$ cat src/dqp_pkg.sv
// Package for the DNS question parser: parser phase and result kind codes,
// the input item and result structs, and default limits.
// No dependencies.
package dqp_pkg;

  // Default limits for the name and for one label
  localparam int unsigned MaxNameLenDefault  = 255;
  localparam int unsigned MaxLabelLenDefault = 63;

  // Parser phase
  typedef enum logic [2:0] {
    PH_IDLE     = 3'd0,
    PH_LEN      = 3'd1,
    PH_LABEL    = 3'd2,
    PH_TYPE_HI  = 3'd3,
    PH_TYPE_LO  = 3'd4,
    PH_CLASS_HI = 3'd5,
    PH_CLASS_LO = 3'd6,
    PH_SKIP     = 3'd7
  } phase_e;

  // Result kind
  typedef enum logic [2:0] {
    K_NONE  = 3'd0,
    K_CHAR  = 3'd1,
    K_END   = 3'd2,
    K_TYPE  = 3'd3,
    K_CLASS = 3'd4,
    K_BAD   = 3'd5
  } kind_e;

  localparam logic [7:0] DotChar = 8'h2e;

  // One input byte with its side information
  typedef struct packed {
    logic [7:0]  data_byte;
    logic        start_flag;
    logic [15:0] region_length;
  } item_t;

  // One result
  typedef struct packed {
    kind_e       kind;
    logic [7:0]  name_char;
    logic [15:0] field_value;
    logic [8:0]  question_length;
  } result_t;

endpackage

$ cat src/dqp_core.sv
// Parser state and per-byte step logic of the DNS question parser.
// Computes the result of one byte and updates the state when the byte moves on.
// Depends on dqp_pkg.
module dqp_core #(
  parameter int unsigned MAX_NAME_LEN  = dqp_pkg::MaxNameLenDefault,
  parameter int unsigned MAX_LABEL_LEN = dqp_pkg::MaxLabelLenDefault
) (
  input  logic              clk_i,
  input  logic              rst_ni,
  input  dqp_pkg::item_t    item_i,
  input  logic              step_i,
  output dqp_pkg::result_t  result_o
);
  import dqp_pkg::*;

  localparam logic [7:0] MaxLabel  = 8'(MAX_LABEL_LEN);
  localparam logic [8:0] MaxNameP1 = 9'(MAX_NAME_LEN + 1);

  phase_e      phase_q, phase_d;
  logic [5:0]  label_left_q, label_left_d;
  logic [8:0]  name_bytes_q, name_bytes_d;
  logic [15:0] region_q, region_d;
  logic [7:0]  high_q, high_d;

  // Effective state once a start byte has restarted the question
  phase_e      phase_eff;
  logic [5:0]  label_left_eff;
  logic [8:0]  name_bytes_eff;
  logic [15:0] region_eff;
  logic [8:0]  name_bytes_inc;
  logic [5:0]  label_left_dec;
  logic        len_bad;
  logic [7:0]  b;

  always_comb begin
    b = item_i.data_byte;
    if (item_i.start_flag) begin
      phase_eff      = PH_LEN;
      label_left_eff = '0;
      name_bytes_eff = '0;
      region_eff     = item_i.region_length;
    end else begin
      phase_eff      = phase_q;
      label_left_eff = label_left_q;
      name_bytes_eff = name_bytes_q;
      region_eff     = region_q;
    end
    name_bytes_inc = name_bytes_eff + 9'd1;
    label_left_dec = label_left_eff - 6'd1;
  end

  // Length byte checks; the first byte only gets the label check
  always_comb begin
    len_bad = (b > MaxLabel);
    if (name_bytes_eff != '0) begin
      if (name_bytes_eff > MaxNameP1) len_bad = 1'b1;
      if ((17'(name_bytes_eff) + 17'd3) > 17'(region_eff)) len_bad = 1'b1;
    end
  end

  // Next state
  always_comb begin
    phase_d      = phase_eff;
    label_left_d = label_left_eff;
    name_bytes_d = name_bytes_eff;
    region_d     = region_eff;
    high_d       = high_q;
    case (phase_eff)
      PH_LEN: begin
        if (len_bad) begin
          phase_d = PH_SKIP;
        end else if (b == 8'd0) begin
          phase_d      = PH_TYPE_HI;
          name_bytes_d = name_bytes_inc;
        end else begin
          label_left_d = b[5:0];
          phase_d      = PH_LABEL;
          name_bytes_d = name_bytes_inc;
        end
      end
      PH_LABEL: begin
        label_left_d = label_left_dec;
        if (label_left_dec == '0) phase_d = PH_LEN;
        name_bytes_d = name_bytes_inc;
      end
      PH_TYPE_HI: begin
        high_d       = b;
        phase_d      = PH_TYPE_LO;
        name_bytes_d = name_bytes_inc;
      end
      PH_TYPE_LO: begin
        phase_d      = PH_CLASS_HI;
        name_bytes_d = name_bytes_inc;
      end
      PH_CLASS_HI: begin
        high_d       = b;
        phase_d      = PH_CLASS_LO;
        name_bytes_d = name_bytes_inc;
      end
      PH_CLASS_LO: begin
        phase_d      = PH_IDLE;
        name_bytes_d = name_bytes_inc;
      end
      default: ;
    endcase
  end

  // Result of this byte
  always_comb begin
    result_o = '{kind: K_NONE, name_char: '0, field_value: '0, question_length: '0};
    case (phase_eff)
      PH_LEN: begin
        if (len_bad) begin
          result_o.kind = K_BAD;
        end else if (b == 8'd0) begin
          result_o.kind = K_END;
        end else if (name_bytes_eff != '0) begin
          result_o.kind      = K_CHAR;
          result_o.name_char = DotChar;
        end
      end
      PH_LABEL: begin
        result_o.kind      = K_CHAR;
        result_o.name_char = b;
      end
      PH_TYPE_LO: begin
        result_o.kind        = K_TYPE;
        result_o.field_value = {high_q, b};
      end
      PH_CLASS_LO: begin
        result_o.kind            = K_CLASS;
        result_o.field_value     = {high_q, b};
        result_o.question_length = name_bytes_inc;
      end
      default: ;
    endcase
  end

  // State registers, updated only when the byte moves to the result stage
  always_ff @(posedge clk_i or negedge rst_ni) begin
    if (!rst_ni) begin
      phase_q      <= PH_IDLE;
      label_left_q <= '0;
      name_bytes_q <= '0;
      region_q     <= '0;
      high_q       <= '0;
    end else if (step_i) begin
      phase_q      <= phase_d;
      label_left_q <= label_left_d;
      name_bytes_q <= name_bytes_d;
      region_q     <= region_d;
      high_q       <= high_d;
    end
  end

endmodule

$ cat src/dns_question_parser.sv
// DNS question parser: takes one question byte per transfer and gives one
// result per byte (name character or dot, name end, type, class with total
// length, malformed, or nothing). A byte passes an input register and a
// result register, so the block sustains one byte per clock; the only
// limit on rate is the consumer's stall. A stalled result holds while one
// more byte waits in the input register. Depends on dqp_pkg and dqp_core.
module dns_question_parser #(
  parameter int unsigned MAX_NAME_LEN  = dqp_pkg::MaxNameLenDefault,
  parameter int unsigned MAX_LABEL_LEN = dqp_pkg::MaxLabelLenDefault
) (
  input  logic        clk_i,
  input  logic        rst_ni,
  input  logic        in_valid_i,
  output logic        in_stall_o,
  input  logic [7:0]  data_byte_i,
  input  logic        start_flag_i,
  input  logic [15:0] region_length_i,
  output logic        out_valid_o,
  input  logic        out_stall_i,
  output logic [2:0]  kind_o,
  output logic [7:0]  name_char_o,
  output logic [15:0] field_value_o,
  output logic [8:0]  question_length_o
);
  import dqp_pkg::*;

  logic    in_valid_q;
  item_t   item_q;
  logic    out_valid_q;
  result_t result_q;
  result_t result_c;
  logic    out_free;
  logic    step;
  logic    in_xfer;

  // Handshake: result stage frees when empty or taken, input stage moves on
  assign out_free   = !out_valid_q || !out_stall_i;
  assign step       = in_valid_q && out_free;
  assign in_stall_o = in_valid_q && !out_free;
  assign in_xfer    = in_valid_i && !in_stall_o;

  dqp_core #(
    .MAX_NAME_LEN  (MAX_NAME_LEN),
    .MAX_LABEL_LEN (MAX_LABEL_LEN)
  ) u_core (
    .clk_i    (clk_i),
    .rst_ni   (rst_ni),
    .item_i   (item_q),
    .step_i   (step),
    .result_o (result_c)
  );

  // Input register
  always_ff @(posedge clk_i or negedge rst_ni) begin
    if (!rst_ni) begin
      in_valid_q <= 1'b0;
    end else if (!in_stall_o) begin
      in_valid_q <= in_valid_i;
    end
  end

  always_ff @(posedge clk_i) begin
    if (in_xfer) begin
      item_q <= '{data_byte: data_byte_i, start_flag: start_flag_i,
                  region_length: region_length_i};
    end
  end

  // Result register
  always_ff @(posedge clk_i or negedge rst_ni) begin
    if (!rst_ni) begin
      out_valid_q <= 1'b0;
    end else if (out_free) begin
      out_valid_q <= in_valid_q;
    end
  end

  always_ff @(posedge clk_i) begin
    if (step) begin
      result_q <= result_c;
    end
  end

  assign out_valid_o       = out_valid_q;
  assign kind_o            = result_q.kind;
  assign name_char_o       = result_q.name_char;
  assign field_value_o     = result_q.field_value;
  assign question_length_o = result_q.question_length;

endmodule
$ cat config.mk
export PLATFORM = sky130hd
export DESIGN_NAME = dns_question_parser
export DESIGN_NICKNAME = d
export VERILOG_FILES = /design/src/dqp_pkg.sv /design/src/dqp_core.sv /design/src/dns_question_parser.sv
export SDC_FILE = /design/constraint.sdc
export NUM_CORES = 1
export LEC_CHECK = 0
export ABC_AREA = 0
export BUFFER_PORTS_ARGS = -buffer_cell sky130_fd_sc_hd__buf_2
export CORE_ASPECT_RATIO = 1.1
export CORE_UTILIZATION = 52
export CTS_CLUSTER_SIZE = 30
export DETAILED_ROUTE_END_ITERATION = 10
export MAX_ROUTING_LAYER = met4
export PLACE_DENSITY_LB_ADDON = 0.05
export SETUP_SLACK_MARGIN = 0.15
export SYNTH_ARGS = -nofsm -noshare
export SYNTH_HDL_FRONTEND = slang
export SYNTH_SLANG_ARGS = --single-unit
$ cat constraint.sdc
create_clock -name clk_i -period 4.1 [get_ports clk_i]
set_input_delay 0.205 -clock clk_i [delete_from_list [all_inputs] [get_ports clk_i]]
set_output_delay 0.205 -clock clk_i [all_outputs]
set_load 0.005 [all_outputs]
# After elaboration in Yosys (flattened, before gate mapping)
# Cells that the tools add are included.
dict set report op_classes {
  n_addsub 3
  muxes 23
  bitwise 0
  reduce_logical 15
  shifts 0
  n_eq_ne 6
  magnitude_cmp 3
  n_mul 0
  div_mod_pow 0
}
# cell n
set ops {}
lappend ops {{two-way mux 9 bit} 3}
lappend ops {{two-way mux 6 bit} 3}
lappend ops {{one-hot mux 3 bit (6 select lines)} 1}
lappend ops {{one-hot mux 9 bit (2 select lines)} 1}
lappend ops {{greater-than comparator 17 x 16 -> 1 bit} 1}
lappend ops {{two-way mux 16 bit} 1}
lappend ops {{two-way mux 8 bit} 2}
lappend ops {{one-hot mux 8 bit (2 select lines)} 1}
lappend ops {{two-way mux 3 bit} 5}
lappend ops {{one-hot mux 3 bit (4 select lines)} 1}
lappend ops {{one-hot mux 6 bit (2 select lines)} 1}
lappend ops {{adder 9 x 2 -> 10 bit (second input constant)} 1}
lappend ops {{adder 9 x 1 -> 9 bit (second input constant)} 1}
lappend ops {{== test 3 bit (second input constant)} 3}
lappend ops {{greater-than comparator 9 bit (second input constant)} 1}
lappend ops {{nonzero test 9 bit} 1}
lappend ops {{greater-than comparator 8 x 6 -> 1 bit (second input constant)} 1}
lappend ops {{logical NOT 8 bit} 1}
lappend ops {{== test 3 x 2 -> 1 bit (second input constant)} 2}
lappend ops {{logical NOT 6 bit} 1}
lappend ops {{subtractor 6 x 1 -> 6 bit (second input constant)} 1}
lappend ops {{OR reduction 5 bit} 1}
lappend ops {{logical NOT 1 bit} 4}
lappend ops {{two-way mux 1 bit} 4}
lappend ops {{other kinds (5)} 8}
dict set report word_totals {
  mem_bits_rw 0
  mem_count 0
  latch_bits 0
  output_inout_bits 38
  mem_bits_ro 0
  ff_bits 105
}

# Depth between registers and ports, before layout
dict set report depth {
  ltp_word 7
  ltp_mapped 17
  mapped_depth_nobuf 14
}

# Modules after synthesis
# Synthesis repeated with hierarchy kept, for this count alone.
dict set report unflattened {
  cells_unflattened 425
  area_unflattened_um2 5161.2
}
# mod cells_per_inst area_each_um2 instances seq_area_each_um2
set by_module_without_submodules {}
lappend by_module_without_submodules {dqp_core 356 3236.9 1 1051.0}
lappend by_module_without_submodules {dns_question_parser 69 1924.3 1 1881.8}

# Worst setup path before layout
# OpenSTA, ideal clock, no wires.
dict set report synth_path {
  path_type {reg2reg}
  from {register item_q[16] in the netlist's numbering}
  to {register result_q, in the netlist kind_o[0] (data pin)}
  t_arrival_ps 3519
  period_less_slack_ps 3773
  stages_incl_launch_ff 18
  setup_time_ps 254
  path_slack_ps 327
  path_cell_list {edfxtp_1 buf_2 clkbuf_1 nor2b_1 inv_1 ha_1 nor2b_1 nand4_1 or3_1 a21oi_1 ha_1 a21o_1 a221oi_1 o21a_1 o21a_1 buf_2 a21oi_1 a21o_1}
}
# item line
set synth_rtl {}
lappend synth_rtl {{start: declaration} dns_question_parser.sv:28} ;# item_t item_q;
lappend synth_rtl {{start signal: assignment} dns_question_parser.sv:64} ;# item_q <= '{data_byte: data_byte_i, start_flag: start_flag_i,
lappend synth_rtl {{end signal: assignment} dns_question_parser.sv:80} ;# result_q <= result_c;
lappend synth_rtl {{end: declaration} dns_question_parser.sv:30} ;# result_t result_q;

==> key figures <==
Outcome
  • Status: finished with violations
  • Failing checks: design-rule violations

Cells and area
  • Fraction of layout cells with a size suffix above 1: 20.9%
  • Filler cells: between 800 and 900
  • Antenna Cells: 0
  • Commonest non-fill, non-tap cells in the layout: 66 x buf_2, 61 x edfxtp_1, 44 x nor2_1, 44 x dfrtp_1, 43 x nand2_1
  • Non-Filler Instances: 681
  • Area grow syn2layout: 16.6%
  • Register area: between 0.002 and 0.003 mm^2
  • Most common cell after layout, fill and taps aside: buf_2
  • Area of the multi-input gates: between 0.002 and 0.0025 mm^2
  • Core Util, Final: between 60 and 70%
  • Layout Nets: 599

Placement
  • Pre-CTS WS: 243 ps
  • Hpwl dp: 7570 um
  • Port bufs: 66
  • Gpl congestion: 0.881
  • Placed insts: roughly 640

Synthesis
  • Dominant cell type by area after synthesis: edfxtp_1
  • Post-synth EDFFs: just over 60
  • Dominant cells by area after synthesis: edfxtp_1 35%, dfrtp_1 21%, ha_1 3.3%, mux2_2 3.2%, nor2_1 3.1%
  • Yosys reg bits: about 110
  • Cell variety after synth: 63
  • Synth async-reset ratio: a little over two fifths
  • Main synth FF type: edfxtp_1
  • Avg Cell Area, Syn: 11.1 um^2
  • Sequential-to-total area share from yosys stat: between 50% and 60%
  • Synth Net Count: 519
  • Synth top area share: 34.6%
  • Synth Warn #: 0
  • Post-Syn Area: 0.00529 mm^2
  • Synth Instances: ~480

GRT
  • Total Routing Usage GR: 23.4%
  • First-pass GRT wire length: ~19000 um
  • Largest net degree at the start of global routing: 45
  • Initial antenna violation count: 0
  • Number of global-route vias before repair: about 3600
  • Overflow after GRT: 0

CTS
  • Clock Path Buffers: 2
  • CTS tree: done
  • Num Clock Sinks: 105
  • Root buffer cell: clkbuf_8
  • Clk Latency, worst-skew pair: 370 ps
  • Num CTS Buffers: 9
  • Reg clk slew, reported paths: 110 ps
  • H-tree depth: 3

Die
  • Die Area: between 0.01 and 0.015 mm^2
  • Site Rows: 38
  • Die Span X: ~98 um
  • DIE HEIGHT: 108 um
  • Starting Density: 53.5%
  • Core area: 0.00989 mm^2
  • I/O pin count: 67

Timing
  • Clk_skew: 17.2 ps
  • Worst-Margin Slew: 1240 ps
  • Final worst slack: roughly 460 ps
  • Maximum operating frequency: 0.275 GHz
  • Final period util: approximately nine tenths
  • Fin. Hold Viols: 0
  • Minimum clock period after layout: approximately 3600 ps
  • Unrepaired setup endpoints after global routing: no
  • Max-slew violations: 0
  • Final setup vio count: 0
  • Slew HR: 17.6%
  • Setup TNS: 0 ps

Setup path
  • CP Data Required Time: 4240 ps
  • Crit path launch type: register
  • CP Capture Type: register
  • R2R Path Start: item_q[16]
  • Reg2reg path depth: 14
  • Top delay family on crit path: compound AO/OA/AOI/OAI gates
  • Crit path DAT: 3780 ps
  • R2R setup slack: between 400 and 500 ps
  • Slowest CP cell: edfxtp_1
  • Critical Path Max Stage Delay: 470 ps
  • Buf/Inv on CP: 1
  • Critical path fanouts, max: 10
  • WS Path Type: reg -> reg
  • Worst-path cell chain: nor2b_4, inv_1, ha_1, nor2b_1, nand4_1, or3_1, a21oi_1, ha_1, and3_1, a221oi_1, o21a_1, o21a_2, a21oi_1, a21o_1
  • Worst r2r dst: kind_o[0]

Route
  • Vias per cell: 5.74
  • Drt total wl: between 10000 and 15000 um
  • Vias: 3912
  • WL/cell: 16.7 um
  • Post-route ant nets: 0
  • DRC: 4
  • Initial drt markers: between 200 and 250
  • TritonRoute pass-1 iters: 10

Power
  • Logic pwr share: 27.2%
  • VDD IR max: ~300 uV
  • P_sw: around 1.0 mW
  • Clk network pwr share: 22.6%
  • Pleak: 2.61 nW
  • Internal power: 2.05 mW
  • Switching fraction of total power: 33.4%
  • Power Density: 498 mW/mm^2
  • Reg power frac: 50.2%

Run
  • Max-cap violation count: 0

Min path
  • Hold WC Path Type: in -> async
synth_stat cells, drive strengths merged (7+ instances only):
| library cell | n |
|---|---|
| a21oi | 24 |
| and3 | 20 |
| ha | 14 |
| o211ai | 8 |
| and2 | 7 |
| edfxtp | 61 |
| nand3 | 12 |
| o21ai | 18 |
| nor2 | 44 |
| inv | 11 |
| mux2 | 15 |
| clkbuf | 21 |
| dfrtp | 44 |
| nor2b | 11 |
| buf | 8 |
| a21o | 7 |
| mux2i | 9 |
| xnor2 | 13 |
| nand2 | 44 |
| nor3 | 10 |
cell families (layout without fill, tap and decap cells):
logic type	count (synthesis)	count (layout)	share of synthesized area [%]
xor gates and xnor gates	16	16	2.65
AOI/OAI and AO/OA	96	96	12.4
muxes	24	24	4.89
and+or+nand+nor	181	181	18.2
adders and majority gates	14	14	3.31
buffers and inverters	40	125	3.14
DFF	105	105	55.4
worst max-delay path by stage:
stage                      startpoint   endpoint  cells past startpoint
3_5_place_dp   u_core.name_bytes_q[1]  kind_o[0]                     14
3_3_place_gp               item_q[16]  kind_o[0]                     14
4_1_cts        u_core.name_bytes_q[1]  kind_o[0]                     14
6_report                   item_q[16]  kind_o[0]                     14
5_1_grt        u_core.name_bytes_q[1]  kind_o[0]                     14
2_1_floorplan              item_q[16]  kind_o[0]                     17
stage by stage:
stage          hold slack, ps  cell area (um^2)  total power, mW
2_1_floorplan           -90.6              5290             2.15
3_3_place_gp              382              5710             2.35
3_5_place_dp              383              5710             2.37
4_1_cts                 0.420              6150             3.08
5_1_grt                 0.849              6170             3.27
6_report                 20.1              6170             3.08
routing by layer:
layer	global-route usage, %	vias to the layer above	share of wire [%]
li1	-	1911	-
met1	32.8	1874	48
met2	35.9	118	47
met3	3.38	9	4.5
met4	6.82	0	1.0
met5	-	-	0
state kept, by name (all words and copies together), names as in the netlist:
name                 flops
u_core.region_q         16
name_char_o              8
in_valid_q               1
field_value_o           16
u_core.label_left_q      6
u_core.phase_q           3
kind_o                   3
out_valid_o              1
u_core.name_bytes_q      9
item_q                  25
question_length_o        9
u_core.high_q            8
cell type report:
cell class / instances / share of cell area [%]
well taps: 120 / 2.43
inverters: 11 / 0.669
flip-flops and latches: 105 / 47.5
repair buffers: 98 / 10.2
clock buffers: 11 / 2.45
multi-input cells: 331 / 35.7
clock inverters: 5 / 1.09
power by group through the flow:
stage	registers (mW)	clock network [mW]	logic, mW
finish	1.55	0.695	0.837
global route	1.58	0.745	0.948
CTS	1.54	0.709	0.832
detailed placement	1.56	0	0.812
global placement	1.55	0	0.792
floorplan	1.45	0	0.705
timing repair:
item / in CTS / in global routing
hold buffers: 22 / 1
endpoints found under the setup margin: 0 / 20
buffers inserted: 0 / 1
hold endpoints to repair: 22 / 1
gates resized for setup: 0 / 4
(Power assumes the default switching activity.)
